File: src/sv/sbb_pkg.sv
// Shared constants, types and the 1-2-1 tap for the separable binomial blur.
package sbb_pkg;

    localparam int MAX_WIDTH  = 2048;
    localparam int MAX_HEIGHT = 2048;
    localparam int CHANNELS   = 3;

    localparam int CH_W     = 8;
    localparam int NUM_CH   = 3;
    localparam int PIX_W    = CH_W * NUM_CH;
    localparam int COORD_W  = 11;
    localparam int CFG_W    = 12;
    localparam int CFG_IDX_W = 2;
    localparam int ADDR_W   = $clog2(MAX_WIDTH);
    localparam int PAIR_W   = 2 * PIX_W;

    localparam int IN_TDATA_W  = ((PIX_W + 7) / 8) * 8;
    localparam int OUT_FLD_W   = PIX_W + 2 * COORD_W;
    localparam int OUT_TDATA_W = ((OUT_FLD_W + 7) / 8) * 8;

    localparam logic [CFG_W-1:0] WIDTH_RST  = CFG_W'(640);
    localparam logic [CFG_W-1:0] HEIGHT_RST = CFG_W'(480);
    localparam logic             BORDER_RST = 1'b1;
    localparam logic [CFG_W-1:0] SIZE_MIN   = CFG_W'(3);

    typedef enum logic [CFG_IDX_W-1:0] {
        CFG_WIDTH  = 2'd0,
        CFG_HEIGHT = 2'd1,
        CFG_BORDER = 2'd2
    } cfg_idx_t;

    // Item held in the sequencer: up to two column updates.
    typedef struct packed {
        logic               a_v;
        logic               b_v;
        logic [PIX_W-1:0]   ha;
        logic [PIX_W-1:0]   hb;
        logic [ADDR_W-1:0]  xa;
        logic [ADDR_W-1:0]  xb;
        logic [COORD_W-1:0] y;
        logic               yz;
        logic               e1;
        logic               e2;
        logic               fend;
    } seq_t;

    // One column update travelling to the line buffer and the output stage.
    typedef struct packed {
        logic               v;
        logic [PIX_W-1:0]   h;
        logic [ADDR_W-1:0]  xh;
        logic [COORD_W-1:0] y;
        logic               yz;
        logic               e1;
        logic               e2;
        logic               last;
        logic               fend;
    } op_t;

    typedef struct packed {
        logic [PIX_W-1:0]   pix;
        logic [COORD_W-1:0] col;
        logic [COORD_W-1:0] row;
        logic               run_end;
        logic               frame_end;
    } res_t;

    function automatic logic [CH_W-1:0] tap3(
        input logic [CH_W-1:0] a,
        input logic [CH_W-1:0] b,
        input logic [CH_W-1:0] c
    );
        logic [CH_W+1:0] s;
        s = {2'b00, a} + {1'b0, b, 1'b0} + {2'b00, c};
        return s[CH_W+1:2];
    endfunction

endpackage

File: src/sv/sbb_merge.sv
// Output stage: merges lane results into up to two result items and sends them one per transfer.
module sbb_merge
    import sbb_pkg::*;
(
    input  logic                   clk,
    input  logic                   rst_n,
    input  op_t                    op,
    input  logic [PIX_W-1:0]       va,
    input  logic [PIX_W-1:0]       vb,
    output logic                   advance,
    output logic                   m_tvalid,
    input  logic                   m_tready,
    output logic [OUT_TDATA_W-1:0] m_tdata,  // red, green, blue, out_col, out_row, zero pad
    output logic                   m_tlast,
    output logic [0:0]             m_tuser   // frame_end
);

    logic p1_reg, p1_next;
    logic p2_reg, p2_next;
    res_t r1_reg, r1_next;
    res_t r2_reg, r2_next;
    res_t cur;
    logic m_fire;

    assign m_fire   = m_tvalid && m_tready;
    assign m_tvalid = p1_reg || p2_reg;
    assign advance  = (!p1_reg && !p2_reg) || (m_fire && !(p1_reg && p2_reg));

    always_comb
    begin
        p1_next = p1_reg;
        p2_next = p2_reg;
        r1_next = r1_reg;
        r2_next = r2_reg;
        if (advance)
        begin
            p1_next           = op.v && op.e1;
            p2_next           = op.v && op.e2;
            r1_next.pix       = va;
            r1_next.col       = COORD_W'(op.xh);
            r1_next.row       = op.y - COORD_W'(1);
            r1_next.run_end   = op.last && !op.e2;
            r1_next.frame_end = op.last && op.fend && !op.e2;
            r2_next.pix       = vb;
            r2_next.col       = COORD_W'(op.xh);
            r2_next.row       = op.y;
            r2_next.run_end   = op.last;
            r2_next.frame_end = op.last && op.fend;
        end
        else if (m_fire)
        begin
            // the row above leaves first
            if (p1_reg)
            begin
                p1_next = 1'b0;
            end
            else
            begin
                p2_next = 1'b0;
            end
        end
    end

    always_ff @(posedge clk or negedge rst_n)
    begin
        if (!rst_n)
        begin
            p1_reg <= 1'b0;
            p2_reg <= 1'b0;
        end
        else
        begin
            p1_reg <= p1_next;
            p2_reg <= p2_next;
        end
    end

    always_ff @(posedge clk)
    begin
        r1_reg <= r1_next;
        r2_reg <= r2_next;
    end

    assign cur     = p1_reg ? r1_reg : r2_reg;
    assign m_tdata = {(OUT_TDATA_W - OUT_FLD_W)'(0), cur.row, cur.col, cur.pix};
    assign m_tlast = cur.run_end;
    assign m_tuser = cur.frame_end;

endmodule

File: config.mk
export PLATFORM = sky130hd
export DESIGN_NAME = sbb_merge
export DESIGN_NICKNAME = d
export VERILOG_FILES = /design/src/sv/sbb_pkg.sv /design/src/sv/sbb_merge.sv
export SDC_FILE = /design/constraint.sdc
export NUM_CORES = 1
export LEC_CHECK = 0
export BUFFER_PORTS_ARGS = -buffer_cell sky130_fd_sc_hd__buf_2
export CORE_ASPECT_RATIO = 0.7
export CORE_MARGIN = 2
export CORE_UTILIZATION = 45
export CTS_CLUSTER_DIAMETER = 60
export DETAILED_ROUTE_END_ITERATION = 8
export PLACE_DENSITY = 0.83
export SLEW_MARGIN = 0
export SYNTH_ARGS = -nofsm -noshare
export SYNTH_HDL_FRONTEND = slang
export SYNTH_SLANG_ARGS = --single-unit
File: constraint.sdc
create_clock -name clk -period 6.8 [get_ports clk]
set_input_delay 0.68 -clock clk [delete_from_list [all_inputs] [get_ports clk]]
set_output_delay 0.68 -clock clk [all_outputs]
set_load 0.005 [all_outputs]
==> results of run 1 <==
==> power groups by stage <==
stage | combinational (mW) | clock (mW) | sequential [mW]
global placement | 0.175 | 0 | 0.710
detailed placement | 0.179 | 0 | 0.716
finish | 0.177 | 0.350 | 0.701
floorplan | 0.108 | 0 | 0.703
global route | 0.194 | 0.387 | 0.709
CTS | 0.181 | 0.362 | 0.703
==> path summary, 6_finish.rpt <==
check / end / slack, ns / cells after the start / startpoint
hold reg to reg: p2_reg / 0.57 / 2 / p2_reg
max in group asynchronous: p1_reg / 6.58 / 1 / rst_n
setup / recovery: advance / 3.78 / 3 / p1_reg
hold / removal: p1_reg / 0.11 / 1 / rst_n
min in group clk: r2_reg[45] / 0.51 / 1 / vb[21]
setup reg to reg: r2_reg[1] / 4.29 / 3 / p1_reg
==> area by class of cell <==
cell class	count	area share [%]
Sequential cell	87	61.4
Multi-Input combinational cell	70	15.3
Timing Repair Buffer	128	15.2
Clock buffer	10	3.01
Tap cell	98	2.89
Clock inverter	6	1.65
Inverter	7	0.619
==> worst max-delay path: stages, from the launching register on <==
cell	delay (ns)
dfrtp_2	0.96
inv_1	0.20
maj3_4	0.60
buf_2	0.22
==> per-layer routing <==
| metal | GRT usage [%] | wire length, µm | vias to the layer above |
|---|---|---|---|
| met3 | 5.47 | 517 | 6 |
| met2 | 24.5 | 2960 | 84 |
| li1 | - | - | 916 |
| met5 | 0 | 0 | - |
| met1 | 17.8 | 2470 | 900 |
| met4 | 3.46 | 29 | 0 |
==> stage by stage <==
step / hold slack [ns] / std cells / instance area [µm²]
after floorplan: 0.384 / 181 / 3390
after global routing: 0.0876 / 406 / 4240
after detailed placement: 0.469 / 390 / 4040
final: 0.114 / 406 / 4240
after CTS: 0.0928 / 406 / 4240
after global placement: 0.465 / 390 / 4040
==> cells by family (layout without fill, tap and decap cells) <==
kind of cell / Yosys count / in the layout / synth area share [%]
xor gates and xnor gates: 7 / 7 / 1.81
other: 1 / 2 / 0.111
muxes: 37 / 37 / 12.3
and+or+nand+nor: 17 / 17 / 3.00
AOI/OAI and AO/OA: 5 / 5 / 1.04
buffers and inverters: 24 / 151 / 4.11
DFF: 87 / 87 / 77.0
adders and majority gates: 2 / 2 / 0.666
==> cells in the final DEF (no fill, tap or decap), types with 2 or more instances in the layout <==
cell	count
buf_2	127
clkbuf_8	9
clkinvlp_4	2
conb_1	2
edfxtp_1	85
inv_1	7
mux2_2	37
nand2_1	4
nor2_1	2
nor2b_1	2
nor3_1	3
nor4_1	2
o31ai_1	2
xor2_1	7
==> summary.txt, run 1 <==
status = finished, final reports clean
final setup violation count = 0
Worst Tran Pin Value = 0.903 ns
PwrDens = 290 nW/µm²
via count = 1906
YS warnings = 0
number of flip-flops in the largest register = 48
Setup WS post-layout = 3.78 ns
Static Leak = 1.74 nW
Pre-Repair DR Iteration Count = 4
sequential area share after synthesis = 77.0%
NetSw = 0.288 mW
maximum VDD drop = 0.000135 V
routed wire length = 5980 µm
area occupied by multi-input gates = 648 µm²
Slew HR = 39.8%
die area = 8240 µm²
cell area after synthesis = 3380 µm²
RSZ-0062 raised after global routing = false
Root Buffer Master = clkbuf_8
DR WL/cell = 14.7 µm
fmax = 0.331 GHz
CTS clk-pin slew, worst paths = 0.08 ns
Fin Setup TNS = 0 ns
vias per cell = 4.69
initial core utilization = 46.4%
floorplan core area = 7290 µm²
worst skew pair latency = 0.33 ns
GRT Util Overall = 14.5%
Tcrit/Tclk final = 44.4%
Worst EP arrival = 2.34 ns
syn_area_per_cell = 18.8 µm²
Hold Violations, Final = 0
# diodes = 0
CTS-repair resized insts = 0
io pins = 155
Synth cell types = 24
largest area contributor in the netlist = edfxtp_1
top_reg_cell synth = edfxtp_1
Num CTS Buffers = 9
Post-synth ARST share = 2.30%
Clock Skew = 0.00669 ns
Post-DRT Antenna Nets = 0
chip width = 108 µm
max-cap violations = 0
CTS Sinks = 87
starting DRC count in detailed routing = 59
combinational share of power = 14.4%
Flop pwr share = 57.1%
CTS max path bufs = 2
Sw Ratio = 23.5%
layout cells sized above 1 = 59.7%
Req. time, crit path = 6.12 ns
synth cell count leaders = edfxtp_1, mux2_2, buf_4, inv_1, xor2_1
Place WS = 4.10 ns
initial antenna violation count = 0
Internal = 0.940 mW
Crit Path Class = reg -> out
Rows = 26
Finished Core Util = 58.2%
post-CTS setup buffer count = 0
Layout Nets = 407
Residual DRC = 0
Vert. Die Dim = 76.5 µm
# H-tree levels = 3
most numerous cell in the Yosys netlist = edfxtp_1
hold buffers post-CTS = 0
area delta synth->final = 25.4%
Pins Over Slew Limit = 0
CTS tree = done
Tmin final = 3.02 ns
crit-path max FO = 40
Mapped Cells = 180
vias in the first global route = 1932
main area contributors after synthesis = edfxtp_1, mux2_2, buf_4
largest net degree at the start of global routing = 48
crit end category = primary output
FF+latch count, synth = 87
type of origin of the critical path = flop
Detailed Place HPWL = 4150 µm
FILL cells = 595
hold crit path type = in -> async
Placer Congestion = 0.683
clock group share of total power = 28.5%
first-pass GRT wire length = 9070 µm
overall power = 1.23 mW
gr ovfl total = 0
top-area cell type share of the netlist area = 75.5%
register area = 2600 µm²
PortBufs = 127
EDFF count, synth = 85
(Power assumes the default switching activity.)
==> inputs of run 2 (changes only) <==
Settings changed: ABC_AREA from default to 1.
Clock period 6.8 ns to 2.9 ns, I/O delays scaled along.
==> summary.txt, run 2 <==
Worst Tran Pin Value = 0.666 ns (-0.237 ns)
status = finished, final reports clean
Place WS = 0.750 ns (-3.35 ns)
Tcrit/Tclk final = 84.0%
Crit Path Class = reg -> out
maximum VDD drop = 0.000350 V (+160%)
synth cell count leaders = nand2_1, edfxtp_1, inv_1, buf_4, nor2_1
PwrDens = 666 nW/µm² (+130%)
Placer Congestion = 0.818 (+20%)
FF+latch count, synth = 87 (unchanged)
routed wire length = 6740 µm (+13%)
largest area contributor in the netlist = edfxtp_1
CTS clk-pin slew, worst paths = 0.08 ns (about the same)
fmax = 0.411 GHz
clock group share of total power = 30.5% (+2.0 points)
CTS tree = done
Setup WS post-layout = 0.464 ns (-3.32 ns)
FILL cells = 644 (+8.2%)
vias in the first global route = 2343 (+21%)
gr ovfl total = 0 (unchanged)
floorplan core area = 7420 µm² (+1.8%)
Internal = 2.23 mW (+140%)
# H-tree levels = 3 (unchanged)
Num CTS Buffers = 9 (unchanged)
Vert. Die Dim = 77.9 µm (+1.7%)
Req. time, crit path = 2.61 ns (-3.51 ns)
GRT met2 Usage = 29.2% (+4.7 points)
delay-heaviest family, CP = buffers and inverters
combinational share of power = 14.5% (about the same)
Pre-Repair DR Iteration Count = 4 (unchanged)
Detailed Place HPWL = 4790 µm (+15%)
die area = 8520 µm² (+3.5%)
DR WL/cell = 13.1 µm (-11%)
main area contributors after synthesis = edfxtp_1, nand2_1, buf_4
CTS max path bufs = 2 (unchanged)
initial antenna violation count = 0 (unchanged)
type of origin of the critical path = flop
Tmin final = 2.44 ns
most common cell after layout, fill and taps aside = nand2_1
crit end category = primary output
worst-path cell chain = buf_4 > inv_2 > nand2_1 > nand2_1 > buf_2
# diodes = 0 (unchanged)
largest net degree at the start of global routing = 39 (-19%)
Static Leak = 2.09 nW (+20%)
io pins = 155 (unchanged)
GRT busiest layer = met2
via count = 2344 (+23%)
final setup violation count = 0 (unchanged)
PortBufs = 127 (unchanged)
GR Util met1 = 18.7% (+0.92 points)
Pins Over Slew Limit = 0 (unchanged)
top-area cell type share of the netlist area = 72.8% (-2.7 points)
GRT met3 Usage = 6.39% (+0.91 points)
worst skew pair latency = 0.34 ns (about the same)
RSZ-0062 raised after global routing = false
Hold Violations, Final = 0 (unchanged)
Slew HR = 55.5% (+16 points)
syn_area_per_cell = 12.2 µm² (-35%)
CTS Sinks = 87 (unchanged)
Sw Ratio = 23.8% (+0.33 points)
initial core utilization = 47.3% (+0.86 points)
layout cells sized above 1 = 36.2% (-24 points)
Post-synth ARST share = 2.30% (unchanged)
first-pass GRT wire length = 10600 µm (+17%)
Mapped Cells = 288 (+60%)
max-cap violations = 0 (unchanged)
crit-path max FO = 38 (-5.0%)
sequential area share after synthesis = 74.2% (-2.7 points)
Worst EP arrival = 2.15 ns (-0.19 ns)
hold crit path type = in -> reg
area delta synth->final = 25.1%
hold_ws = 0.119 ns (+0.00542 ns)
Rows = 26 (unchanged)
Clock Skew = 0.00554 ns (-0.00115 ns)
CTS-repair resized insts = 0 (unchanged)
most numerous cell in the Yosys netlist = nand2_1
cell area after synthesis = 3510 µm² (+3.7%)
Fin Setup TNS = 0 ns (unchanged)
most frequent cells in the layout = nand2_1, buf_2, edfxtp_1, inv_1, nor2_1
number of flip-flops in the largest register = 48 (unchanged)
Synth cell types = 19 (-21%)
EDFF count, synth = 85 (unchanged)
Post-DRT Antenna Nets = 0 (unchanged)
Slowest cell on crit path = dfrtp_1
Flop pwr share = 55.0% (-2.1 points)
CP bufs+invs = 3 (+1)
Crit path largest cell delay = 0.62 ns (-0.34 ns)
chip width = 109 µm (+1.7%)
GRT Util Overall = 16.6% (+2.1 points)
Residual DRC = 0 (unchanged)
vias per cell = 4.55 (-3.0%)
Root Buffer Master = clkbuf_8
NetSw = 0.695 mW (+140%)
overall power = 2.92 mW (+140%)
CP most frequent cell = nand2_1
starting DRC count in detailed routing = 86 (+46%)
YS warnings = 0 (unchanged)
top_reg_cell synth = edfxtp_1
Layout Nets = 516 (+27%)
[run 2: layer usage]
layer	vias to the layer above	wire length, µm
li1	1176	-
met1	1074	2790
met2	88	3300
met3	6	594
met4	0	44
met5	-	0
[run 2: final timing paths]
path | startpoint | cells after the start | to | slack, ns
max reg2reg | p1_reg | 4 | r1_reg[35] | 0.79
max | p1_reg | 5 | m_tdata[38] | 0.46
max in group asynchronous | rst_n | 2 | p2_reg | 2.50
min reg2reg | p2_reg | 2 | p2_reg | 0.58
min in group asynchronous | rst_n | 2 | p1_reg | 0.30
min | va[15] | 1 | r1_reg[39] | 0.12
[run 2: logic make-up (layout without fill, tap and decap cells)]
logic type / after synthesis / in the layout / synth area share, %
AOI/OAI and AO/OA: 4 / 4 / 0.678
xor gates and xnor gates: 5 / 5 / 1.25
adders and majority gates: 1 / 1 / 0.357
buffers and inverters: 39 / 167 / 6.71
DFF: 87 / 87 / 74.2
other: 1 / 2 / 0.107
and+or+nand+nor: 151 / 151 / 16.7
[run 2: timing repair]
action	in CTS	in global routing
hold buffers	1	0
hold endpoints to repair	2	0
setup buffers	0	0
setup endpoints to repair	0	0
[run 2: area by class of cell]
| class | instances | area, µm² | area share (%) |
|---|---|---|---|
| clock buffer | 10 | 128 | 2.91 |
| timing repair buffer | 133 | 708 | 16.1 |
| sequential | 87 | 2600 | 59.3 |
| inverter | 18 | 68.8 | 1.57 |
| clock inverter | 6 | 85.1 | 1.94 |
| tap | 98 | 123 | 2.80 |
| multi-input combinational | 163 | 672 | 15.3 |
[run 2: metrics by stage]
stage	utilization, %	cells	cell area [µm²]
final	59.1	515	4390
after global placement	56.1	498	4160
after detailed placement	56.1	498	4160
after global routing	59.1	515	4390
after CTS	59.1	515	4390
after floorplan	-	289	3510
[run 2: worst register-to-register path: cells and delay by family (launching register included)]
family | cells | cell delay (ns)
AOI/OAI and AO/OA | 1 | 0.19
buffers and inverters | 2 | 0.74
DFF | 1 | 0.75
and+or+nand+nor | 1 | 0.16
[run 2: power by group through the flow]
stage / combinational (mW) / clock, mW / sequential, mW
6_report: 0.424 / 0.890 / 1.61
5_1_grt: 0.491 / 0.959 / 1.62
4_1_cts: 0.434 / 0.920 / 1.61
2_1_floorplan: 0.240 / 0 / 1.63
3_3_place_gp: 0.419 / 0 / 1.63
3_5_place_dp: 0.431 / 0 / 1.64
