## src/sv/sbb_pkg.sv

```systemverilog
// Shared constants, types and the 1-2-1 tap for the separable binomial blur.
package sbb_pkg;

    localparam int MAX_WIDTH  = 2048;
    localparam int MAX_HEIGHT = 2048;
    localparam int CHANNELS   = 3;

    localparam int CH_W     = 8;
    localparam int NUM_CH   = 3;
    localparam int PIX_W    = CH_W * NUM_CH;
    localparam int COORD_W  = 11;
    localparam int CFG_W    = 12;
    localparam int CFG_IDX_W = 2;
    localparam int ADDR_W   = $clog2(MAX_WIDTH);
    localparam int PAIR_W   = 2 * PIX_W;

    localparam int IN_TDATA_W  = ((PIX_W + 7) / 8) * 8;
    localparam int OUT_FLD_W   = PIX_W + 2 * COORD_W;
    localparam int OUT_TDATA_W = ((OUT_FLD_W + 7) / 8) * 8;

    localparam logic [CFG_W-1:0] WIDTH_RST  = CFG_W'(640);
    localparam logic [CFG_W-1:0] HEIGHT_RST = CFG_W'(480);
    localparam logic             BORDER_RST = 1'b1;
    localparam logic [CFG_W-1:0] SIZE_MIN   = CFG_W'(3);

    typedef enum logic [CFG_IDX_W-1:0] {
        CFG_WIDTH  = 2'd0,
        CFG_HEIGHT = 2'd1,
        CFG_BORDER = 2'd2
    } cfg_idx_t;

    // Item held in the sequencer: up to two column updates.
    typedef struct packed {
        logic               a_v;
        logic               b_v;
        logic [PIX_W-1:0]   ha;
        logic [PIX_W-1:0]   hb;
        logic [ADDR_W-1:0]  xa;
        logic [ADDR_W-1:0]  xb;
        logic [COORD_W-1:0] y;
        logic               yz;
        logic               e1;
        logic               e2;
        logic               fend;
    } seq_t;

    // One column update travelling to the line buffer and the output stage.
    typedef struct packed {
        logic               v;
        logic [PIX_W-1:0]   h;
        logic [ADDR_W-1:0]  xh;
        logic [COORD_W-1:0] y;
        logic               yz;
        logic               e1;
        logic               e2;
        logic               last;
        logic               fend;
    } op_t;

    typedef struct packed {
        logic [PIX_W-1:0]   pix;
        logic [COORD_W-1:0] col;
        logic [COORD_W-1:0] row;
        logic               run_end;
        logic               frame_end;
    } res_t;

    function automatic logic [CH_W-1:0] tap3(
        input logic [CH_W-1:0] a,
        input logic [CH_W-1:0] b,
        input logic [CH_W-1:0] c
    );
        logic [CH_W+1:0] s;
        s = {2'b00, a} + {1'b0, b, 1'b0} + {2'b00, c};
        return s[CH_W+1:2];
    endfunction

endpackage

```

## src/sv/sbb_lane.sv

```systemverilog
// One colour channel lane: horizontal and vertical 1-2-1 taps.
module sbb_lane
    import sbb_pkg::*;
(
    input  logic [CH_W-1:0] left,
    input  logic [CH_W-1:0] centre,
    input  logic [CH_W-1:0] right,
    input  logic [CH_W-1:0] older,
    input  logic [CH_W-1:0] newer,
    input  logic [CH_W-1:0] h,
    output logic [CH_W-1:0] h_a,
    output logic [CH_W-1:0] h_b,
    output logic [CH_W-1:0] v_a,
    output logic [CH_W-1:0] v_b
);

    // h_b replicates the right edge pixel, v_b the bottom row
    assign h_a = tap3(left, centre, right);
    assign h_b = tap3(centre, right, right);
    assign v_a = tap3(older, newer, h);
    assign v_b = tap3(newer, h, h);

endmodule

```

## config.mk

```make
export PLATFORM = sky130hd
export DESIGN_NAME = sbb_lane
export DESIGN_NICKNAME = d
export VERILOG_FILES = /design/src/sv/sbb_pkg.sv /design/src/sv/sbb_lane.sv
export SDC_FILE = /design/constraint.sdc
export NUM_CORES = 1
export LEC_CHECK = 0
export CAP_MARGIN = 20
export CORE_MARGIN = 2
export CORE_UTILIZATION = 55
export DETAILED_ROUTE_END_ITERATION = 10
export DONT_BUFFER_PORTS = 1
export GPL_ROUTABILITY_DRIVEN = 0
export PLACE_DENSITY = 0.7
export SLEW_MARGIN = 20
export SYNTH_ARGS = -nofsm -noshare
export SYNTH_HDL_FRONTEND = slang
export SYNTH_SLANG_ARGS = --single-unit
```

## constraint.sdc

```tcl
create_clock -name vclk -period 3.32
set_input_delay 0.166 -clock vclk [all_inputs]
set_output_delay 0.166 -clock vclk [all_outputs]
set_load 0.01 [all_outputs]
```

==> results of run 1 <==
metrics by stage:
stage          cell area, um2  instances  util [%]
4_1_cts                  1920        239      58.5
2_1_floorplan            1860        193         -
3_3_place_gp             1920        239      58.5
5_1_grt                  1920        239      58.5
6_report                 1920        239      58.5
3_5_place_dp             1920        239      58.5
area by class of cell:
class,instances,area (um2)
Multi-Input combinational cell,179,1810
Fill cell,298,1360
Tap cell,46,57.6
Inverter,14,52.6
logic make-up after synthesis:
family,count (synthesis)
compound gates,64
simple gates,31
fa+ha+maj,60
buf+inv,14
xor+xnor,24
cell usage in the layout, fill, tap and decap left out, types with 5 or more instances in the layout:
cell type | netlist | routed
a21oi_1 | 21 | 21
fa_1 | 32 | 32
xor2_1 | 8 | 8
inv_1 | 14 | 14
o21ai_0 | 7 | 7
xnor2_1 | 16 | 16
o21ai_1 | 5 | 5
nand2_1 | 7 | 7
nor2_1 | 11 | 11
ha_1 | 28 | 28
per-layer routing:
metal | GRT usage (%) | up-vias | routed length [um]
li1 | - | 684 | -
met1 | 27.3 | 644 | 1610
met2 | 37.4 | 40 | 1810
met3 | 3.62 | 4 | 216
met4 | 1.39 | 0 | 19
met5 | 0 | - | 0
report_power, final:
group	switching, mW	internal, mW
Clock	0	0
Combinational	0.413	0.281
Sequential	0	0
path summary, 6_finish.rpt:
path	startpoint	endpoint	slack [ns]	depth (start not counted)
worst max-delay path	centre[1]	h_b[5]	0.98	8
worst min-delay path	newer[7]	v_a[6]	0.59	2
worst max-delay path: stages:
cell	delay, ns
inv_1	0.03
fa_1	0.57
nor3_1	0.07
fa_1	0.42
a211oi_1	0.34
o21bai_1	0.18
a21oi_1	0.21
xnor2_1	0.19
==> impl_metrics.csv, run 1 <==
group,metric,value,unit
run_status,status,"complete, no violations",
drt,drt-total-wl,3.65,mm
timing,fin_tns_setup,0,ns
synth,seq_area_frac_synth,0,%
pwr,ir_worst_vdd,204,uV
cts,ctsResizeCount,0,
synth,synth.top_cells.by_count,"fa_1, ha_1, a21oi_1, xnor2_1, inv_1",
finish,final_nets,303,
synth,synth_xor_area_share,11.3,%
floorplan,num_io_pins,80,
place,place_ws,1.00,ns
synth,synth.largest_area_cell,"fa_1",
worst_setup_path,cp.arrival,2.17,ns
cts,cts_hold_buffers,0,
cts,cts_setup_buffers,0,
floorplan,die-area,3870,um2
timing,fin_crit_sh,70.4,%
global_route,grt_max_degree,6,
pwr,p_leak,0.822,nW
synth,ys_top_cells_by_area,"fa_1, ha_1, xnor2_1",
timing,max_slew.worst_pin.slew,0.357,ns
timing,finalSetupViolCount,0,
drt,antenna_left,0,
synth,synthAdderAreaFrac,53.2,%
synth,yosys.area_share.simple,8.12,%
synth,synth_top_family_by_area,"adder cells",
pwr,power,0.695,mW
worst_setup_path,worst_setup_path_end_kind,"output pin",
drt,firstDrtPassIters,4,
timing,fmax,428,MHz
finish,drive_gt1_share,7.25,%
synth,synth_warnings,0,
finish,areaGrowthSynthToFinish,3.09,%
synth,muxShareOfSynthArea,0,%
synth,synthesis.area,1860,um2
timing,whs,0.593,ns
hold_path,hold_path_class,"primary input to output pin",
worst_setup_path,crit_type,"primary input to output pin",
timing,rsz0062_at_grt,"no",
synth,synth_cell_types,25,
finish,design.seq.count,0,
worst_setup_path,critPathMaxFanout,3,
synth,yosysMostFrequentCell,"fa_1",
synth,synth_compound_area_share,24.6,%
floorplan,start_util,56.8,%
finish,clockBufferCount,0,
global_route,grt_antenna_before_repair,0,
worst_setup_path,crit_required,3.15,ns
synth,synthCells,193,
synth,syn_nets,301,
timing,worst_slack,0.982,ns
drt,drt_iter0_drc,26,
pwr,powerDensity,361,nW/um2
global_route,grt_pass1_wl,6.78,mm
floorplan,dieWidth,62.2,um
synth,avgSynthCellArea,9.66,um2
global_route,track_usage,20.7,%
floorplan,num_rows,21,
floorplan,die_h,62.2,um
timing,hold_violations,0,
drt,vias_per_cell,5.74,
synth,synth_top_area_share,34.4,%
drt,wl_per_cell,15.3,um
floorplan,design.core.area,3280,um2
place,dp_hpwl,3.40,mm
drt,route.detailed.drc,0,
timing,period_needed,2.34,ns
timing,slew_headroom,76.0,%
drt,dr_total_vias,1372,
finish,seq_area,0,um2
place,numPortBuffers,0,
timing,slew_viol_final,0,
global_route,grt_pass1_vias,1572,
finish,antennaDiodeCount,0,
global_route,grt-ovfl-total,0,
flow_run,maxCapViolCount,0,
worst_setup_path,start_kind,"primary input",
(Power assumes the default switching activity.)
==> run 2: changes to the inputs <==
clock period = 2.3 ns   (was 3.32 ns; I/O delays follow)
==> run 2 against run 1 <==
- flip-flop and latch count did not move
- setup slack worse by 0.85 ns
- clock-buffer cell count unchanged
- largest power group unchanged
- combinational power rose by 47%
- sequential share of layout area stayed put
- die area stayed put
- power rose by 47%
- critical endpoint is now v_a[5]
==> impl_metrics.csv, run 2 (synthesis gave the netlist of run 1 again) <==
group,metric,value,unit
worst_setup_path,crit_type,"primary input to output pin",
pwr,p_sw,0.606,mW
global_route,grt_pass1_wl,6.64,mm
global_route,grt_antenna_before_repair,0,
timing,rsz0062_at_grt,"no",
worst_setup_path,crit_required,2.18,ns
timing,finalSetupViolCount,0,
cts,cts_hold_buffers,0,
timing,worst_slack,0.130,ns
pwr,powerDensity,527,nW/um2
cts,ctsResizeCount,0,
drt,firstDrtPassIters,4,
pwr,ir_worst_vdd,253,uV
flow_run,maxCapViolCount,0,
finish,design.seq.count,0,
timing,period_needed,2.17,ns
hold_path,whs_endpoint,"v_a[6]",
timing,fin_crit_sh,94.4,%
floorplan,die-area,3870,um2
pwr,p_leak,0.831,nW
finish,seq_area,0,um2
finish,drive_gt1_share,9.33,%
finish,layout_commonest_cell,"fa_1",
place,numPortBuffers,0,
floorplan,design.core.area,3280,um2
pwr,clkPwrFrac,0,%
floorplan,start_util,56.8,%
floorplan,num_io_pins,80,
worst_setup_path,critPathLaunch,"older[1]",
global_route,grt_pass1_vias,1475,
drt,wl_per_cell,15.5,um
pwr,power.internal,0.417,mW
finish,antennaDiodeCount,0,
drt,antenna_left,0,
floorplan,die_h,62.2,um
pwr,combPwrFrac,100.0,%
pwr,p_seq_share,0,%
timing,hold_violations,0,
timing,fmax,461,MHz
finish,final_nets,303,
drt,dr_total_vias,1392,
finish,layout_common_cells,"fa_1, ha_1, a21oi_1",
timing,fin_tns_setup,0,ns
drt,route.detailed.drc,0,
floorplan,dieWidth,62.2,um
hold_path,hold_path_class,"primary input to output pin",
timing,max_slew.worst_pin.slew,0.343,ns
global_route,grt_max_degree,6,
finish,areaGrowthSynthToFinish,4.23,%
place,place_ws,0.100,ns
place,dp_hpwl,3.43,mm
worst_setup_path,critPathMaxFanout,3,
drt,drt-total-wl,3.70,mm
drt,drt_iter0_drc,44,
timing,slew_headroom,77.0,%
worst_setup_path,cp.arrival,2.06,ns
finish,clockBufferCount,0,
worst_setup_path,start_kind,"primary input",
floorplan,num_rows,21,
hold_path,min_path_cells,2,
run_status,status,"complete, no violations",
cts,cts_setup_buffers,0,
timing,slew_viol_final,0,
hold_path,hold_start,"newer[7]",
pwr,netSwitchingFraction,59.3,%
global_route,track_usage,20.5,%
global_route,grt-ovfl-total,0,
finish,fillCellCount,308,
drt,vias_per_cell,5.82,
worst_setup_path,worst_setup_path_end_kind,"output pin",
[run 2: power groups by stage]
stage,sequential [mW],clock (mW),combinational [mW]
after floorplan,0,0,0.858
after global placement,0,0,0.968
after detailed placement,0,0,1.00
after CTS,0,0,1.01
after global routing,0,0,1.14
final,0,0,1.02
[run 2: how the worst max path moves through the flow]
stage                   to  slack (ns)  cells after the start
global placement    h_a[5]        0.15                      8
detailed placement  h_b[5]        0.10                      8
global route        v_a[5]       0.001                      8
CTS                 h_b[5]        0.09                      8
finish              v_a[5]        0.13                      8
floorplan           h_a[5]        0.27                      8
[run 2: final cells by class]
type / count / area [um2] / share of cell area, %
inverters: 14 / 52.6 / 2.70
multi-input cells: 179 / 1830 / 94.3
well taps: 46 / 57.6 / 2.96
[run 2: metrics by stage]
| stage | hold WS (ns) | instance area [um2] | cells | power [mW] | utilization (%) |
|---|---|---|---|---|---|
| 5_1_grt | 0.509 | 1940 | 239 | 1.14 | 59.2 |
| 3_3_place_gp | 0.491 | 1920 | 239 | 0.968 | 58.5 |
| 2_1_floorplan | 0.476 | 1860 | 193 | 0.858 | - |
| 3_5_place_dp | 0.488 | 1920 | 239 | 1.00 | 58.5 |
| 6_report | 0.490 | 1940 | 239 | 1.02 | 59.2 |
| 4_1_cts | 0.494 | 1920 | 239 | 1.01 | 58.5 |
[run 2: critical path, stage by stage]
cell and delay [ns]:
inv_1 0.04, fa_1 0.61, nor2_1 0.09, fa_1 0.43, a211oi_1 0.26, o21bai_1 0.14
a21oi_1 0.18, xnor2_1 0.19
[run 2: metal layers]
layer / wire length (um) / part of all wire [%] / GRT usage (%) / up-vias
met5: 0 / 0 / 0 / -
met2: 1840 / 50 / 36.4 / 49
met3: 181 / 4.9 / 2.54 / 0
met1: 1680 / 45 / 28.7 / 653
li1: - / - / - / 690
met4: 0 / 0 / 0 / 0
==> run 3: changes to the inputs <==
CORE_MARGIN = default   (was 2)
MAX_ROUTING_LAYER = met4   (was default)
==> run 3 against run 2 <==
- core utilization grew 2.6 points
- final area shrank 0.64%
- critical path depth is the same
- first-iteration DRC count shrank 48%
- wire length shrank 2.2%
- sequential share of layout area is the same
==> impl_metrics.csv, run 3 (synthesis gave the netlist of run 1 again) <==
group,metric,value,unit
run_status,status,"complete, no violations",
hold_path,min_path_cells,2,
drt,vias_per_cell,5.81,
pwr,powerDensity,525,nW/um2
pwr,clkPwrFrac,0,%
hold_path,hold_path_class,"primary input to output pin",
drt,route.detailed.drc,0,
hold_path,hold_start,"centre[7]",
worst_setup_path,critPathMaxFanout,3,
worst_setup_path,slowest_delay,0.57,ns
worst_setup_path,cp_cell_sequence,"inv_1, fa_1, nor3_1, fa_1, a211oi_1, o21bai_1, a21oi_1, xnor2_1",
timing,fmax,455,MHz
place,place_ws,0.128,ns
floorplan,design.core.area,3130,um2
pwr,power.internal,0.412,mW
pwr,p_sw,0.601,mW
worst_setup_path,slowest_stage,"fa_1",
timing,max_slew.worst_pin.slew,0.335,ns
finish,design.seq.count,0,
global_route,grt-ovfl-total,0,
timing,hold_violations,0,
drt,dr_total_vias,1377,
place,dp_hpwl,3.34,mm
finish,final_nets,303,
worst_setup_path,worst_setup_path_end_kind,"output pin",
floorplan,dieWidth,60.2,um
floorplan,die-area,3630,um2
floorplan,num_rows,20,
hold_path,whs_endpoint,"h_a[6]",
cts,cts_setup_buffers,0,
drt,wl_per_cell,15.3,um
drt,firstDrtPassIters,4,
timing,fin_tns_setup,0,ns
pwr,ir_worst_vdd,245,uV
timing,finalSetupViolCount,0,
drt,drt-total-wl,3.62,mm
timing,period_needed,2.20,ns
finish,layout_common_cells,"fa_1, ha_1, a21oi_1",
pwr,p_leak,0.829,nW
finish,layout_commonest_cell,"fa_1",
global_route,grt_antenna_before_repair,0,
worst_setup_path,crit_type,"primary input to output pin",
global_route,grt_pass1_wl,5.50,mm
worst_setup_path,start_kind,"primary input",
global_route,track_usage,20.1,%
worst_setup_path,cp.arrival,2.08,ns
finish,antennaDiodeCount,0,
worst_setup_path,crit_required,2.18,ns
timing,slew_headroom,77.5,%
timing,rsz0062_at_grt,"no",
place,numPortBuffers,0,
pwr,p_seq_share,0,%
cts,cts_hold_buffers,0,
finish,finalCoreUtilization,61.7,%
finish,drive_gt1_share,8.29,%
drt,antenna_left,0,
drt,drt_iter0_drc,23,
pwr,netSwitchingFraction,59.3,%
timing,slew_viol_final,0,
floorplan,die_h,60.2,um
floorplan,start_util,59.6,%
global_route,grt_max_degree,6,
pwr,combPwrFrac,100.0,%
global_route,grt_pass1_vias,1284,
worst_setup_path,critPathMostFrequentCell,"fa_1",
timing,worst_slack,0.102,ns
flow_run,maxCapViolCount,0,
finish,areaGrowthSynthToFinish,3.56,%
finish,seq_area,0,um2
timing,fin_crit_sh,95.6,%
finish,clockBufferCount,0,
floorplan,num_io_pins,80,
run 3: what timing repair did:
| item | CTS | global route |
|---|---|---|
| resized for setup | 0 | 2 |
| endpoints found under the hold margin | 0 | 0 |
| setup endpoints to repair | 0 | 1 |
run 3: final cells by class:
type	count	area, um2
well taps	44	55.1
inverters	14	52.6
multi-input cells	179	1820
fillers	298	1200
run 3: power groups by stage:
stage	clock network [mW]	logic [mW]	registers (mW)
floorplan	0	0.858	0
global placement	0	0.967	0
detailed placement	0	1.00	0
CTS	0	1.01	0
global route	0	1.12	0
finish	0	1.01	0
run 3: worst max-delay path by stage:
| stage | from | to | depth (start not counted) |
|---|---|---|---|
| finish | centre[1] | h_b[5] | 8 |
| CTS | newer[1] | v_b[5] | 8 |
| global placement | newer[1] | v_b[5] | 8 |
| global route | left[1] | h_a[5] | 8 |
| floorplan | left[1] | h_a[5] | 8 |
| detailed placement | newer[1] | v_b[5] | 8 |
run 3: metal layers:
layer / vias to the layer above / track usage [%] / share of wire [%]
met1: 647 / 27.7 / 46
met2: 43 / 32.7 / 47
met3: 0 / 3.46 / 6.6
met5: - / - / 0
met4: 0 / 0.664 / 0
li1: 687 / - / -
run 3: worst max-delay path: cells and delay by family:
kind | cells | cell delay [ns]
compound gates | 3 | 0.63
fa+ha+maj | 2 | 1.01
buf+inv | 1 | 0.03
simple gates | 1 | 0.07
xor+xnor | 1 | 0.22
run 3: metrics by stage:
stage	instance area (um2)	hold slack [ns]	std cells	power (mW)
3_3_place_gp	1920	0.490	237	0.967
2_1_floorplan	1860	0.476	193	0.858
4_1_cts	1920	0.494	237	1.01
6_report	1930	0.492	237	1.01
5_1_grt	1930	0.512	237	1.12
3_5_place_dp	1920	0.490	237	1.00
